`config.mk`:
```
export PLATFORM = sky130hd
export DESIGN_NAME = pressure_sensor_calibrate_and_map_flat
export DESIGN_NICKNAME = d
export VERILOG_FILES = /design/src/psc_pkg.sv /design/src/psc_if.sv /design/src/psc_div.sv /design/src/psc_mul.sv /design/src/pressure_sensor_calibrate_and_map.sv /design/src/flat_wrapper.sv
export VERILOG_INCLUDE_DIRS = /design/src /design/src/src
export SDC_FILE = /design/constraint.sdc
export NUM_CORES = 2
export LEC_CHECK = 0
export BUFFER_PORTS_ARGS = -buffer_cell sky130_fd_sc_hd__buf_2
export CAP_MARGIN = 20
export CELL_PAD_IN_SITES_DETAIL_PLACEMENT = 1
export CELL_PAD_IN_SITES_GLOBAL_PLACEMENT = 2
export CORE_MARGIN = 2
export CORE_UTILIZATION = 41
export CTS_CLUSTER_SIZE = 25
export DETAILED_ROUTE_END_ITERATION = 12
export HOLD_SLACK_MARGIN = 0.1
export MAX_ROUTING_LAYER = met4
export PLACE_DENSITY_LB_ADDON = 0.1
export SYNTH_ARGS = -nofsm -noshare
export SYNTH_HDL_FRONTEND = slang
export SYNTH_SLANG_ARGS = --single-unit
```
`constraint.sdc`:
```
create_clock -name clk -period 12.5 [get_ports clk]
set_input_delay 0.625 -clock clk [delete_from_list [all_inputs] [get_ports clk]]
set_output_delay 0.625 -clock clk [all_outputs]
set_load 0.02 [all_outputs]
```
`src/pressure_sensor_calibrate_and_map_defines.svh`:
```
// ----------------------------------------------------------------------------
// Assertion macros for the pressure sensor calibrate-and-map block
// Shared immediate-style wrappers around concurrent properties, clocked on
// clk and disabled while rst_n is low. They expand to nothing in synthesis.
// ----------------------------------------------------------------------------
`ifndef PRESSURE_SENSOR_CALIBRATE_AND_MAP_DEFINES_SVH
`define PRESSURE_SENSOR_CALIBRATE_AND_MAP_DEFINES_SVH

`ifndef SYNTHESIS
// Consequent must hold in the same cycle as the antecedent.
`define PSC_ASSERT_NOW(label, ante, cons) \
    label: assert property (@(posedge clk) disable iff (!rst_n) (ante) |-> (cons)) \
        else $error("psc assertion failed");
// Consequent must hold in the cycle after the antecedent.
`define PSC_ASSERT_NEXT(label, ante, cons) \
    label: assert property (@(posedge clk) disable iff (!rst_n) (ante) |=> (cons)) \
        else $error("psc assertion failed");
`else
`define PSC_ASSERT_NOW(label, ante, cons)
`define PSC_ASSERT_NEXT(label, ante, cons)
`endif

`endif

```
`src/psc_pkg.sv`:
```
// ----------------------------------------------------------------------------
// psc_pkg
// Widths, register indexes, phase codes, reset values and shared types of
// the pressure sensor calibrate-and-map block.
// ----------------------------------------------------------------------------
package psc_pkg;

    localparam int SAMPLE_W   = 24;
    localparam int LEVEL_W    = 24;
    localparam int GROUP_SIZE = 10;
    localparam int FRAC_W     = 16;
    localparam int READS_W    = 8;
    localparam int MAP_W      = 25;
    localparam int PHASE_W    = 2;
    localparam int GSUM_W     = SAMPLE_W + $clog2(GROUP_SIZE);
    localparam int GCNT_W     = $clog2(GROUP_SIZE + 1);
    localparam int ACC_W      = LEVEL_W + READS_W;
    localparam int DIV_W      = ACC_W;
    localparam int DSR_W      = READS_W;
    localparam int DIV_CNT_W  = $clog2(DIV_W);
    localparam int MUL_CNT_W  = $clog2(FRAC_W);
    localparam int DELTA_W    = LEVEL_W + 1;
    localparam int CFG_IDX_W  = 2;
    localparam int CFG_DATA_W = 24;

    localparam logic [CFG_IDX_W-1:0] REG_DELTA_FRAC  = CFG_IDX_W'(0);
    localparam logic [CFG_IDX_W-1:0] REG_CAL_READS   = CFG_IDX_W'(1);
    localparam logic [CFG_IDX_W-1:0] REG_MIN_DEFAULT = CFG_IDX_W'(2);
    localparam logic [CFG_IDX_W-1:0] REG_MAX_DEFAULT = CFG_IDX_W'(3);

    localparam logic [PHASE_W-1:0] PHASE_MIN = PHASE_W'(0);
    localparam logic [PHASE_W-1:0] PHASE_MAX = PHASE_W'(1);
    localparam logic [PHASE_W-1:0] PHASE_RUN = PHASE_W'(2);

    localparam logic [FRAC_W-1:0]  DELTA_FRAC_RST  = FRAC_W'(6554);
    localparam logic [READS_W-1:0] CAL_READS_RST   = READS_W'(16);
    localparam logic [LEVEL_W-1:0] MIN_DEFAULT_RST = '0;
    localparam logic [LEVEL_W-1:0] MAX_DEFAULT_RST = '0;

    typedef logic signed [SAMPLE_W-1:0] sample_t;
    typedef logic signed [LEVEL_W-1:0]  level_t;
    typedef logic signed [MAP_W-1:0]    map_t;

    // Status of a serial arithmetic unit: busy while iterating, done for
    // one cycle when the result is ready.
    typedef struct packed {
        logic busy;
        logic done;
    } unit_stat_t;

endpackage

```
`src/psc_if.sv`:
```
// ----------------------------------------------------------------------------
// psc_in_if / psc_out_if
// Valid/ready channels for samples into the block and results out of it.
// ----------------------------------------------------------------------------
interface psc_in_if import psc_pkg::*; ();
    logic    valid;
    logic    ready;
    sample_t raw_sample;
    logic    restart;

    modport source (output valid, output raw_sample, output restart, input ready);
    modport sink   (input valid, input raw_sample, input restart, output ready);
endinterface

interface psc_out_if import psc_pkg::*; ();
    logic               valid;
    logic               ready;
    map_t               mapped_value;
    logic [PHASE_W-1:0] phase;
    logic               min_done;
    logic               max_done;
    logic               min_ok;
    logic               max_ok;
    map_t               full_range;

    modport source (output valid, output mapped_value, output phase, output min_done,
                    output max_done, output min_ok, output max_ok, output full_range,
                    input ready);
    modport sink   (input valid, input mapped_value, input phase, input min_done,
                    input max_done, input min_ok, input max_ok, input full_range,
                    output ready);
endinterface

```
`src/psc_div.sv`:
```
// ----------------------------------------------------------------------------
// psc_div
// Bit-serial signed divider: one quotient bit per cycle, truncating toward
// zero. The divisor is a small positive count.
// ----------------------------------------------------------------------------
`include "pressure_sensor_calibrate_and_map_defines.svh"

module psc_div import psc_pkg::*; (
    input  logic                    clk,
    input  logic                    rst_n,
    input  logic                    start,
    input  logic signed [DIV_W-1:0] dividend,
    input  logic [DSR_W-1:0]        divisor,
    output logic signed [DIV_W-1:0] quotient,
    output unit_stat_t              stat
);

    logic                 busy_reg, busy_next;
    logic                 done_reg, done_next;
    logic [DIV_CNT_W-1:0] cnt_reg, cnt_next;
    logic                 neg_reg, neg_next;
    logic [DIV_W-1:0]     dvd_reg, dvd_next;
    logic [DSR_W-1:0]     rem_reg, rem_next;
    logic [DSR_W-1:0]     dsr_reg, dsr_next;
    logic [DSR_W:0]       trial;
    logic                 fits;

    // The dividend shifts out of the top while quotient bits shift in below.
    assign trial = {rem_reg, dvd_reg[DIV_W-1]};
    assign fits  = trial >= {1'b0, dsr_reg};

    always_comb
    begin
        busy_next = busy_reg;
        done_next = 1'b0;
        cnt_next  = cnt_reg;
        neg_next  = neg_reg;
        dvd_next  = dvd_reg;
        rem_next  = rem_reg;
        dsr_next  = dsr_reg;
        if (start)
        begin
            busy_next = 1'b1;
            cnt_next  = '0;
            neg_next  = dividend[DIV_W-1];
            dvd_next  = dividend[DIV_W-1] ? DIV_W'(-dividend) : DIV_W'(dividend);
            rem_next  = '0;
            dsr_next  = divisor;
        end
        else if (busy_reg)
        begin
            rem_next = fits ? DSR_W'(trial - {1'b0, dsr_reg}) : trial[DSR_W-1:0];
            dvd_next = {dvd_reg[DIV_W-2:0], fits};
            cnt_next = cnt_reg + DIV_CNT_W'(1);
            if (cnt_reg == DIV_CNT_W'(DIV_W - 1))
            begin
                busy_next = 1'b0;
                done_next = 1'b1;
            end
        end
    end

    always_ff @(posedge clk or negedge rst_n)
    begin
        if (!rst_n)
        begin
            busy_reg <= 1'b0;
            done_reg <= 1'b0;
            cnt_reg  <= '0;
        end
        else
        begin
            busy_reg <= busy_next;
            done_reg <= done_next;
            cnt_reg  <= cnt_next;
        end
    end

    always_ff @(posedge clk)
    begin
        neg_reg <= neg_next;
        dvd_reg <= dvd_next;
        rem_reg <= rem_next;
        dsr_reg <= dsr_next;
    end

    assign quotient  = neg_reg ? -$signed(dvd_reg) : $signed(dvd_reg);
    assign stat.busy = busy_reg;
    assign stat.done = done_reg;

    `PSC_ASSERT_NOW(a_div_start_idle, start, !busy_reg)

endmodule

```
`src/psc_mul.sv`:
```
// ----------------------------------------------------------------------------
// psc_mul
// Bit-serial band multiplier: level times a Q0.16 fraction, truncated
// toward zero, one fraction bit per cycle with a shift-right accumulator.
// ----------------------------------------------------------------------------
module psc_mul import psc_pkg::*; (
    input  logic                      clk,
    input  logic                      rst_n,
    input  logic                      start,
    input  level_t                    level,
    input  logic [FRAC_W-1:0]         frac,
    output logic signed [DELTA_W-1:0] delta,
    output unit_stat_t                stat
);

    logic                 busy_reg, busy_next;
    logic                 done_reg, done_next;
    logic [MUL_CNT_W-1:0] cnt_reg, cnt_next;
    logic                 neg_reg, neg_next;
    logic [LEVEL_W-1:0]   mcand_reg, mcand_next;
    logic [FRAC_W-1:0]    mplier_reg, mplier_next;
    logic [LEVEL_W-1:0]   hi_reg, hi_next;
    logic [LEVEL_W:0]     sum;

    // Low product bits drop out; after the last step hi holds product >> 16.
    assign sum = {1'b0, hi_reg} + (mplier_reg[0] ? {1'b0, mcand_reg} : '0);

    always_comb
    begin
        busy_next   = busy_reg;
        done_next   = 1'b0;
        cnt_next    = cnt_reg;
        neg_next    = neg_reg;
        mcand_next  = mcand_reg;
        mplier_next = mplier_reg;
        hi_next     = hi_reg;
        if (start)
        begin
            busy_next   = 1'b1;
            cnt_next    = '0;
            neg_next    = level[LEVEL_W-1];
            mcand_next  = level[LEVEL_W-1] ? LEVEL_W'(-level) : LEVEL_W'(level);
            mplier_next = frac;
            hi_next     = '0;
        end
        else if (busy_reg)
        begin
            hi_next     = sum[LEVEL_W:1];
            mplier_next = {1'b0, mplier_reg[FRAC_W-1:1]};
            cnt_next    = cnt_reg + MUL_CNT_W'(1);
            if (cnt_reg == MUL_CNT_W'(FRAC_W - 1))
            begin
                busy_next = 1'b0;
                done_next = 1'b1;
            end
        end
    end

    always_ff @(posedge clk or negedge rst_n)
    begin
        if (!rst_n)
        begin
            busy_reg <= 1'b0;
            done_reg <= 1'b0;
            cnt_reg  <= '0;
        end
        else
        begin
            busy_reg <= busy_next;
            done_reg <= done_next;
            cnt_reg  <= cnt_next;
        end
    end

    always_ff @(posedge clk)
    begin
        neg_reg    <= neg_next;
        mcand_reg  <= mcand_next;
        mplier_reg <= mplier_next;
        hi_reg     <= hi_next;
    end

    assign delta     = neg_reg ? -$signed({1'b0, hi_reg}) : $signed({1'b0, hi_reg});
    assign stat.busy = busy_reg;
    assign stat.done = done_reg;

endmodule

```
`src/pressure_sensor_calibrate_and_map.sv`:
```
// ----------------------------------------------------------------------------
// pressure_sensor_calibrate_and_map
// Load-cell sample mapper with min and max calibration phases.
// ----------------------------------------------------------------------------
// Samples arrive on sample_ch (raw_sample, restart); every sample gives one
// result on result_ch: the sample minus the min level, clamped to the range
// 0..full_range, together with the phase and the calibration status. Registers
// must be written on cfg_we/cfg_index/cfg_data only while the block is idle;
// the user must keep to this, as the block itself does not enforce it.
// One sample is in work at a time. A sample that does not close a group of
// ten passes S_ACC and S_MAP: its result is loaded into the output register
// on leaving S_MAP, and the next sample can then be taken in S_IDLE. A sample
// that closes a group runs the shared bit-serial divider and the bit-serial
// band multiplier: one division and the multiplier in max calibration and for
// a group with no accepted average yet, a second division for the mean for a
// later group in min calibration, and can add a further division when it also
// finishes min calibration. Run-phase and restart samples pass only S_ACC and S_MAP.
//
// A result waits in the output register while result_ch is stalled; the next
// sample is still taken, and its result is held back until the register
// frees. Reset loads the register defaults and starts min calibration.
// ----------------------------------------------------------------------------
`include "pressure_sensor_calibrate_and_map_defines.svh"

module pressure_sensor_calibrate_and_map import psc_pkg::*; (
    input  logic                  clk,
    input  logic                  rst_n,
    psc_in_if.sink                sample_ch,
    psc_out_if.source             result_ch,
    input  logic                  cfg_we,
    input  logic [CFG_IDX_W-1:0]  cfg_index,
    input  logic [CFG_DATA_W-1:0] cfg_data
);

    localparam logic [2:0] S_IDLE  = 3'd0;
    localparam logic [2:0] S_ACC   = 3'd1;
    localparam logic [2:0] S_AVG   = 3'd2;
    localparam logic [2:0] S_MEAN  = 3'd3;
    localparam logic [2:0] S_DELTA = 3'd4;
    localparam logic [2:0] S_FIN   = 3'd5;
    localparam logic [2:0] S_MAP   = 3'd6;

    // Configuration registers
    logic [FRAC_W-1:0]  delta_frac_reg;
    logic [READS_W-1:0] cal_reads_reg;
    level_t             min_default_reg;
    level_t             max_default_reg;

    // Calibration state
    logic [2:0]                state_reg, state_next;
    logic [PHASE_W-1:0]        phase_reg, phase_next;
    logic signed [GSUM_W-1:0]  group_sum_reg, group_sum_next;
    logic [GCNT_W-1:0]         group_count_reg, group_count_next;
    logic signed [ACC_W-1:0]   accept_sum_reg, accept_sum_next;
    logic [READS_W-1:0]        accept_count_reg, accept_count_next;
    level_t                    peak_level_reg, peak_level_next;
    logic                      peak_valid_reg, peak_valid_next;
    logic [READS_W-1:0]        return_count_reg, return_count_next;
    level_t                    min_level_reg, min_level_next;
    level_t                    max_level_reg, max_level_next;
    logic                      min_flag_reg, min_flag_next;
    logic                      max_flag_reg, max_flag_next;

    // Item in work
    sample_t sample_reg, sample_next;
    logic    restart_reg, restart_next;
    level_t  avg_reg, avg_next;
    level_t  mean_reg, mean_next;

    // Output register
    logic               out_valid_reg, out_valid_next;
    map_t               out_mapped_reg, out_mapped_next;
    logic [PHASE_W-1:0] out_phase_reg, out_phase_next;
    logic               out_min_done_reg, out_min_done_next;
    logic               out_max_done_reg, out_max_done_next;
    logic               out_min_ok_reg, out_min_ok_next;
    logic               out_max_ok_reg, out_max_ok_next;
    map_t               out_range_reg, out_range_next;

    // Arithmetic units
    logic                      div_start;
    logic signed [DIV_W-1:0]   div_dividend;
    logic [DSR_W-1:0]          div_divisor;
    logic signed [DIV_W-1:0]   div_quot;
    unit_stat_t                div_stat;
    logic                      mul_start;
    level_t                    mul_level;
    logic signed [DELTA_W-1:0] mul_delta;
    unit_stat_t                mul_stat;

    // Helpers
    logic signed [GSUM_W-1:0] gsum_new;
    logic [GCNT_W-1:0]        gcnt_new;
    logic                     acc_hit;
    logic signed [ACC_W-1:0]  asum_new;
    logic [READS_W-1:0]       acnt_new;
    logic                     near_min;
    logic                     far_min;
    map_t                     map_diff;
    map_t                     map_range;
    map_t                     map_floor;

    function automatic logic [DELTA_W-1:0] abs_diff(input level_t a, input level_t b);
        logic signed [DELTA_W-1:0] d;
        d = DELTA_W'(a) - DELTA_W'(b);
        return d[DELTA_W-1] ? DELTA_W'(-d) : DELTA_W'(d);
    endfunction

    // |x| < d never holds for a negative band.
    function automatic logic below_band(input logic [DELTA_W-1:0] mag,
                                        input logic signed [DELTA_W-1:0] band);
        return !band[DELTA_W-1] && (mag < DELTA_W'(band));
    endfunction

    // |x| > d always holds for a negative band.
    function automatic logic above_band(input logic [DELTA_W-1:0] mag,
                                        input logic signed [DELTA_W-1:0] band);
        return band[DELTA_W-1] || (mag > DELTA_W'(band));
    endfunction

    psc_div u_div (
        .clk      (clk),
        .rst_n    (rst_n),
        .start    (div_start),
        .dividend (div_dividend),
        .divisor  (div_divisor),
        .quotient (div_quot),
        .stat     (div_stat)
    );

    psc_mul u_mul (
        .clk   (clk),
        .rst_n (rst_n),
        .start (mul_start),
        .level (mul_level),
        .frac  (delta_frac_reg),
        .delta (mul_delta),
        .stat  (mul_stat)
    );

    assign gsum_new = group_sum_reg + GSUM_W'(sample_reg);
    assign gcnt_new = group_count_reg + GCNT_W'(1);
    assign acc_hit  = (mean_reg == '0) ||
                      below_band(abs_diff(avg_reg, mean_reg), mul_delta);
    assign asum_new = accept_sum_reg + (acc_hit ? ACC_W'(avg_reg) : '0);
    assign acnt_new = accept_count_reg + READS_W'(acc_hit);
    assign near_min = below_band(abs_diff(avg_reg, min_level_reg), mul_delta);
    assign far_min  = above_band(abs_diff(avg_reg, min_level_reg), mul_delta);

    assign map_diff  = MAP_W'(sample_reg) - MAP_W'(min_level_reg);
    assign map_range = MAP_W'(max_level_reg) - MAP_W'(min_level_reg);
    assign map_floor = map_diff[MAP_W-1] ? '0 : map_diff;

    assign sample_ch.ready = (state_reg == S_IDLE);

    always_comb
    begin
        state_next         = state_reg;
        phase_next         = phase_reg;
        group_sum_next     = group_sum_reg;
        group_count_next   = group_count_reg;
        accept_sum_next    = accept_sum_reg;
        accept_count_next  = accept_count_reg;
        peak_level_next    = peak_level_reg;
        peak_valid_next    = peak_valid_reg;
        return_count_next  = return_count_reg;
        min_level_next     = min_level_reg;
        max_level_next     = max_level_reg;
        min_flag_next      = min_flag_reg;
        max_flag_next      = max_flag_reg;
        sample_next        = sample_reg;
        restart_next       = restart_reg;
        avg_next           = avg_reg;
        mean_next          = mean_reg;
        out_valid_next     = out_valid_reg && !result_ch.ready;
        out_mapped_next    = out_mapped_reg;
        out_phase_next     = out_phase_reg;
        out_min_done_next  = out_min_done_reg;
        out_max_done_next  = out_max_done_reg;
        out_min_ok_next    = out_min_ok_reg;
        out_max_ok_next    = out_max_ok_reg;
        out_range_next     = out_range_reg;
        div_start          = 1'b0;
        div_dividend       = '0;
        div_divisor        = '0;
        mul_start          = 1'b0;
        mul_level          = '0;

        case (state_reg)
            S_IDLE:
            begin
                if (sample_ch.valid)
                begin
                    sample_next  = sample_ch.raw_sample;
                    restart_next = sample_ch.restart;
                    state_next   = S_ACC;
                end
            end

            S_ACC:
            begin
                state_next = S_MAP;
                if (restart_reg)
                begin
                    phase_next        = PHASE_MIN;
                    group_sum_next    = '0;
                    group_count_next  = '0;
                    accept_sum_next   = '0;
                    accept_count_next = '0;
                    peak_level_next   = '0;
                    peak_valid_next   = 1'b0;
                    return_count_next = '0;
                    min_level_next    = min_default_reg;
                    max_level_next    = max_default_reg;
                    min_flag_next     = 1'b0;
                    max_flag_next     = 1'b0;
                end
                else if (phase_reg != PHASE_RUN)
                begin
                    if (gcnt_new == GCNT_W'(GROUP_SIZE))
                    begin
                        group_sum_next   = '0;
                        group_count_next = '0;
                        div_start        = 1'b1;
                        div_dividend     = DIV_W'(gsum_new);
                        div_divisor      = DSR_W'(GROUP_SIZE);
                        state_next       = S_AVG;
                    end
                    else
                    begin
                        group_sum_next   = gsum_new;
                        group_count_next = gcnt_new;
                    end
                end
            end

            S_AVG:
            begin
                if (div_stat.done)
                begin
                    avg_next = div_quot[LEVEL_W-1:0];
                    if (phase_reg == PHASE_MIN && accept_count_reg != '0)
                    begin
                        div_start    = 1'b1;
                        div_dividend = accept_sum_reg;
                        div_divisor  = accept_count_reg;
                        state_next   = S_MEAN;
                    end
                    else
                    begin
                        // Empty mean is zero; max calibration bands on min level.
                        mean_next  = '0;
                        mul_start  = 1'b1;
                        mul_level  = (phase_reg == PHASE_MIN) ? '0 : min_level_reg;
                        state_next = S_DELTA;
                    end
                end
            end

            S_MEAN:
            begin
                if (div_stat.done)
                begin
                    mean_next  = div_quot[LEVEL_W-1:0];
                    mul_start  = 1'b1;
                    mul_level  = div_quot[LEVEL_W-1:0];
                    state_next = S_DELTA;
                end
            end

            S_DELTA:
            begin
                if (mul_stat.done)
                begin
                    state_next = S_MAP;
                    if (phase_reg == PHASE_MIN)
                    begin
                        accept_sum_next   = asum_new;
                        accept_count_next = acnt_new;
                        if (acnt_new >= cal_reads_reg)
                        begin
                            accept_sum_next   = '0;
                            accept_count_next = '0;
                            if (acnt_new == '0)
                            begin
                                min_level_next = '0;
                                min_flag_next  = 1'b1;
                                phase_next     = PHASE_MAX;
                            end
                            else
                            begin
                                div_start    = 1'b1;
                                div_dividend = asum_new;
                                div_divisor  = acnt_new;
                                state_next   = S_FIN;
                            end
                        end
                    end
                    else
                    begin
                        if (!peak_valid_reg)
                        begin
                            if (far_min)
                            begin
                                peak_level_next = avg_reg;
                                peak_valid_next = 1'b1;
                            end
                        end
                        else if (avg_reg > peak_level_reg)
                        begin
                            peak_level_next = avg_reg;
                        end
                        else if (near_min)
                        begin
                            return_count_next = return_count_reg + READS_W'(1);
                        end
                        if (return_count_next >= cal_reads_reg)
                        begin
                            max_level_next    = peak_valid_next ? peak_level_next
                                                                : max_default_reg;
                            peak_level_next   = '0;
                            peak_valid_next   = 1'b0;
                            return_count_next = '0;
                            max_flag_next     = 1'b1;
                            phase_next        = PHASE_RUN;
                        end
                    end
                end
            end

            S_FIN:
            begin
                if (div_stat.done)
                begin
                    min_level_next = div_quot[LEVEL_W-1:0];
                    min_flag_next  = 1'b1;
                    phase_next     = PHASE_MAX;
                    state_next     = S_MAP;
                end
            end

            S_MAP:
            begin
                // The result goes out against the levels left by this sample.
                if (!out_valid_reg || result_ch.ready)
                begin
                    out_valid_next    = 1'b1;
                    out_mapped_next   = (map_floor > map_range) ? map_range : map_floor;
                    out_phase_next    = phase_reg;
                    out_min_done_next = min_flag_reg;
                    out_max_done_next = max_flag_reg;
                    out_min_ok_next   = min_flag_reg && (min_level_reg != min_default_reg);
                    out_max_ok_next   = max_flag_reg && (max_level_reg != max_default_reg);
                    out_range_next    = map_range;
                    state_next        = S_IDLE;
                end
            end

            default:
            begin
                state_next = S_IDLE;
            end
        endcase
    end

    always_ff @(posedge clk or negedge rst_n)
    begin
        if (!rst_n)
        begin
            delta_frac_reg  <= DELTA_FRAC_RST;
            cal_reads_reg   <= CAL_READS_RST;
            min_default_reg <= MIN_DEFAULT_RST;
            max_default_reg <= MAX_DEFAULT_RST;
        end
        else if (cfg_we)
        begin
            case (cfg_index)
                REG_DELTA_FRAC:  delta_frac_reg  <= cfg_data[FRAC_W-1:0];
                REG_CAL_READS:   cal_reads_reg   <= cfg_data[READS_W-1:0];
                REG_MIN_DEFAULT: min_default_reg <= cfg_data[LEVEL_W-1:0];
                REG_MAX_DEFAULT: max_default_reg <= cfg_data[LEVEL_W-1:0];
                default:         delta_frac_reg  <= delta_frac_reg;
            endcase
        end
    end

    always_ff @(posedge clk or negedge rst_n)
    begin
        if (!rst_n)
        begin
            state_reg        <= S_IDLE;
            phase_reg        <= PHASE_MIN;
            group_sum_reg    <= '0;
            group_count_reg  <= '0;
            accept_sum_reg   <= '0;
            accept_count_reg <= '0;
            peak_level_reg   <= '0;
            peak_valid_reg   <= 1'b0;
            return_count_reg <= '0;
            min_level_reg    <= MIN_DEFAULT_RST;
            max_level_reg    <= MAX_DEFAULT_RST;
            min_flag_reg     <= 1'b0;
            max_flag_reg     <= 1'b0;
            out_valid_reg    <= 1'b0;
        end
        else
        begin
            state_reg        <= state_next;
            phase_reg        <= phase_next;
            group_sum_reg    <= group_sum_next;
            group_count_reg  <= group_count_next;
            accept_sum_reg   <= accept_sum_next;
            accept_count_reg <= accept_count_next;
            peak_level_reg   <= peak_level_next;
            peak_valid_reg   <= peak_valid_next;
            return_count_reg <= return_count_next;
            min_level_reg    <= min_level_next;
            max_level_reg    <= max_level_next;
            min_flag_reg     <= min_flag_next;
            max_flag_reg     <= max_flag_next;
            out_valid_reg    <= out_valid_next;
        end
    end

    always_ff @(posedge clk)
    begin
        sample_reg       <= sample_next;
        restart_reg      <= restart_next;
        avg_reg          <= avg_next;
        mean_reg         <= mean_next;
        out_mapped_reg   <= out_mapped_next;
        out_phase_reg    <= out_phase_next;
        out_min_done_reg <= out_min_done_next;
        out_max_done_reg <= out_max_done_next;
        out_min_ok_reg   <= out_min_ok_next;
        out_max_ok_reg   <= out_max_ok_next;
        out_range_reg    <= out_range_next;
    end

    assign result_ch.valid        = out_valid_reg;
    assign result_ch.mapped_value = out_mapped_reg;
    assign result_ch.phase        = out_phase_reg;
    assign result_ch.min_done     = out_min_done_reg;
    assign result_ch.max_done     = out_max_done_reg;
    assign result_ch.min_ok       = out_min_ok_reg;
    assign result_ch.max_ok       = out_max_ok_reg;
    assign result_ch.full_range   = out_range_reg;

    `PSC_ASSERT_NOW(a_run_needs_flags, phase_reg == PHASE_RUN, min_flag_reg && max_flag_reg)
    `PSC_ASSERT_NOW(a_group_below_size, 1'b1, group_count_reg < GCNT_W'(GROUP_SIZE))
    `PSC_ASSERT_NEXT(a_transfer_starts_work, sample_ch.valid && sample_ch.ready, state_reg == S_ACC)

endmodule

```
`src/flat_wrapper.sv`:
```
// flat-port wrapper written by rule: the top's interface ports become plain ports
module pressure_sensor_calibrate_and_map_flat import psc_pkg::*;
  (clk, rst_n, cfg_we, cfg_index, cfg_data, sample_ch_valid, sample_ch_raw_sample, sample_ch_restart, sample_ch_ready, result_ch_valid, result_ch_mapped_value, result_ch_phase, result_ch_min_done, result_ch_max_done, result_ch_min_ok, result_ch_max_ok, result_ch_full_range, result_ch_ready);
  psc_in_if sample_ch_i ();
  psc_out_if result_ch_i ();
  input  logic clk;
  input  logic rst_n;
  input  logic cfg_we;
  input  logic [CFG_IDX_W-1:0] cfg_index;
  input  logic [CFG_DATA_W-1:0] cfg_data;
  input wire logic [$bits(sample_ch_i.valid)-1:0] sample_ch_valid;
  input wire logic [$bits(sample_ch_i.raw_sample)-1:0] sample_ch_raw_sample;
  input wire logic [$bits(sample_ch_i.restart)-1:0] sample_ch_restart;
  output wire logic [$bits(sample_ch_i.ready)-1:0] sample_ch_ready;
  output wire logic [$bits(result_ch_i.valid)-1:0] result_ch_valid;
  output wire logic [$bits(result_ch_i.mapped_value)-1:0] result_ch_mapped_value;
  output wire logic [$bits(result_ch_i.phase)-1:0] result_ch_phase;
  output wire logic [$bits(result_ch_i.min_done)-1:0] result_ch_min_done;
  output wire logic [$bits(result_ch_i.max_done)-1:0] result_ch_max_done;
  output wire logic [$bits(result_ch_i.min_ok)-1:0] result_ch_min_ok;
  output wire logic [$bits(result_ch_i.max_ok)-1:0] result_ch_max_ok;
  output wire logic [$bits(result_ch_i.full_range)-1:0] result_ch_full_range;
  input wire logic [$bits(result_ch_i.ready)-1:0] result_ch_ready;
  assign sample_ch_i.valid = sample_ch_valid;
  assign sample_ch_i.raw_sample = sample_ch_raw_sample;
  assign sample_ch_i.restart = sample_ch_restart;
  assign sample_ch_ready = sample_ch_i.ready;
  assign result_ch_valid = result_ch_i.valid;
  assign result_ch_mapped_value = result_ch_i.mapped_value;
  assign result_ch_phase = result_ch_i.phase;
  assign result_ch_min_done = result_ch_i.min_done;
  assign result_ch_max_done = result_ch_i.max_done;
  assign result_ch_min_ok = result_ch_i.min_ok;
  assign result_ch_max_ok = result_ch_i.max_ok;
  assign result_ch_full_range = result_ch_i.full_range;
  assign result_ch_i.ready = result_ch_ready;
  pressure_sensor_calibrate_and_map u_core (.clk(clk), .rst_n(rst_n), .sample_ch(sample_ch_i), .result_ch(result_ch_i), .cfg_we(cfg_we), .cfg_index(cfg_index), .cfg_data(cfg_data));
endmodule
```
==> impl_metrics.tcl <==
set metrics [dict create \
    status "completed" \
    grtUsageTotal_pct 29.9 \
    layout_commonest_cell "nand2_1" \
    nFillCells 9979 \
    wirelength_mm 132 \
    grt.busiest_layer "met2" \
    r2r_setup_slack_ns 1.62 \
    finClkSkew_ns 0.0351 \
    layout-drive-gt1-share_pct 11.1 \
    cts_tree "built" \
    rr_worst_depth 40 \
    startpoint "u_core.avg_reg[0]" \
    relSlewSlack_pct 28.7 \
    synth_edf_count 211 \
    timing.final.crit_period_ns 10.88 \
    met2_usage_pct 47.4 \
    path_max_fanout 23 \
    drt_first_pass_iters 6 \
    hp-class "in2reg" \
    areaGrowthSynthToFinish_pct 11.0 \
    synth_cell_types 93 \
    reg2reg_to "u_core.u_div.dvd_reg[24]" \
    fmax_ghz 0.0919 \
    place_inst 5032 \
    dp_hpwl_mm 102 \
    critPathLaunchType "flip-flop" \
    core-area_mm2 0.0868 \
    hold_path_end "u_core.sample_reg[20]" \
    powerDensity_mw_per_mm2 218 \
    overflow 0 \
    ir_worst_vdd_mv 0.187 \
    num_antenna_cells 0 \
    tightest_slew_ns 1.07 \
    fin_util_pct 46.0 \
    multiInputGateArea_mm2 0.0215 \
    grt_pass1_vias 30900 \
    min_from "sample_ch_raw_sample[20]" \
    io_pins 114 \
    grt_pass1_wl_mm 199 \
    setup_viol 0 \
    chipHeight_um 300 \
    crit_required_ns 12.90 \
    synthFlopType "dfrtp_1" \
    seq_area_frac_synth_pct 36.6 \
    synth_area_mm2 0.0359 \
    io_buffers 113 \
    ctsHtreeMaxLevel 2 \
    p_leak_nw 17.0 \
    numCtsBuffers 61 \
    ant_nets 0 \
    synthArstFlopShare_pct 50.3 \
    final_cell_mix "nand2_1, ha_1, nor2_1, dfrtp_1, a21oi_1" \
    die_area_mm2 0.0900 \
    yosys_register_bits 489 \
    worstSetupPathType "reg2reg" \
    cts_sinks 489 \
    reg2reg_from "u_core.avg_reg[0]" \
    finalPower_mw 8.70 \
    slowest_delay_ns 0.77 \
    cp.arrival_ns 11.28 \
    synth_cells 3860 \
    antenna_found_initial 4 \
    post_dp_cell_area_mm2 0.0379 \
    final_nets 4320 \
    grt_max_degree 139 \
    cts_buffer_depth 3 \
    drt_iter0_drc 2297 \
    fp.dieW_um 300 \
    crit_top_cell "ha_1" \
    finalHoldViolations 0 \
    vias 30600 \
    drt-vias-per-instance 5.93 \
    drc 0 \
    hold_depth 1 \
    end_kind "flip-flop" \
    clk_pin_slew_ns 0.06 \
    gp_congestion 0.953 \
    clk_latency_ns 0.66 \
    cts_root_buf "clkbuf_16" \
    syn-num-nets 4236 \
    final_cells 5152 \
    num_rows 108 \
    register_area_mm2 0.0131 \
    rsz0062_at_grt "no" \
    slew_violations 0 \
    ys_warn_count 0 \
    cap_violations 0 \
    min_period_over_period_pct 87.1 \
    critPathSlowestCell "nor4_1" \
    start_util_pct 41.4 \
    final_cell_area_mm2 0.0399 \
    detail_route.wl_per_cell_um 25.5 \
    use_met3_pct 2.80 \
    avgSynthCellArea_um2 9.31 \
    grt_use_met1_pct 40.0 \
    setup_tns_ns 0 \
]
routing by layer:
layer  vias to the layer above  wire length (µm)
li1                      14400                 -
met1                     15300             59800
met2                       697             61000
met3                       188              5570
met4                         0              5230
met5                         -                 0
critical path: cells and delay by family, from the launching register on:
| family | cells | cell delay (ns) |
|---|---|---|
| buffers and inverters | 3 | 0.62 |
| DFF | 1 | 0.40 |
| xor gates and xnor gates | 3 | 0.79 |
| AOI/OAI and AO/OA | 11 | 2.34 |
| and+or+nand+nor | 16 | 4.40 |
| adders and majority gates | 7 | 2.08 |
cells by family (layout without fill, tap and decap cells):
group,Yosys count,after routing,synth area share [%]
flip-flops,489,489,36.6
multiplexers,146,146,4.45
XOR/XNOR,344,344,8.42
adder cells (fa/ha/maj),320,320,11.3
AO/OA/AOI/OAI,1036,1036,19.5
AND/OR/NAND/NOR,1166,1166,15.9
buffers and inverters,359,496,3.83
synthesized netlist by cell type, types with 51 or more instances:
library cell | instances | area [µm²]
a21oi_1 | 219 | 1100
inv_1 | 212 | 796
xnor2_1 | 178 | 1560
dfrtp_1 | 238 | 5960
nand3_1 | 68 | 340
nand2_1 | 333 | 1250
a22o_1 | 88 | 771
edfxtp_1 | 211 | 6340
nor2_1 | 301 | 1130
o21ai_0 | 215 | 1080
nor2b_1 | 55 | 344
nor3_1 | 69 | 345
ha_1 | 312 | 3900
a21o_1 | 73 | 548
o21a_1 | 51 | 383
clkbuf_1 | 126 | 473
mux2_2 | 110 | 1240
and2_1 | 59 | 369
xor2_1 | 165 | 1450
worst max path at each step:
stage,to,cells past startpoint
6_report,u_core.u_div.dvd_reg[24],40
3_3_place_gp,u_core.u_div.dvd_reg[30],42
3_5_place_dp,u_core.u_div.dvd_reg[24],42
5_1_grt,u_core.u_div.dvd_reg[26],42
2_1_floorplan,u_core.u_div.dvd_reg[24],45
4_1_cts,u_core.u_div.dvd_reg[24],42
cell type report:
type / instances / area share [%]
multi-input combinational: 3012 / 53.9
sequential: 489 / 32.9
clock buffer: 84 / 4.35
tap: 1155 / 3.62
timing repair buffer: 166 / 2.55
inverter: 214 / 2.01
clock inverter: 32 / 0.602
what timing repair did:
| item | CTS | global route |
|---|---|---|
| hold buffers | 4 | 0 |
| setup buffers | 0 | 0 |
| endpoints found under the hold margin | 5 | 0 |
| resized for setup | 0 | 0 |
power breakdown:
part / switching, mW / total [mW] / internal, mW / leakage (nW)
clock network: 0.757 / 1.77 / 1.01 / 0.956
logic: 2.77 / 4.53 / 1.76 / 10.8
registers: 0.285 / 2.40 / 2.12 / 5.22
total: 3.81 / 8.70 / 4.89 / 17.0
through the flow:
step                setup WS (ns)  hold slack [ns]
floorplan                    2.94            0.329
global placement             1.94            0.450
detailed placement           1.78            0.460
CTS                          1.71            0.101
global route                0.768            0.114
finish                       1.62            0.145
Note: power is estimated with default switching activity, not from simulation.
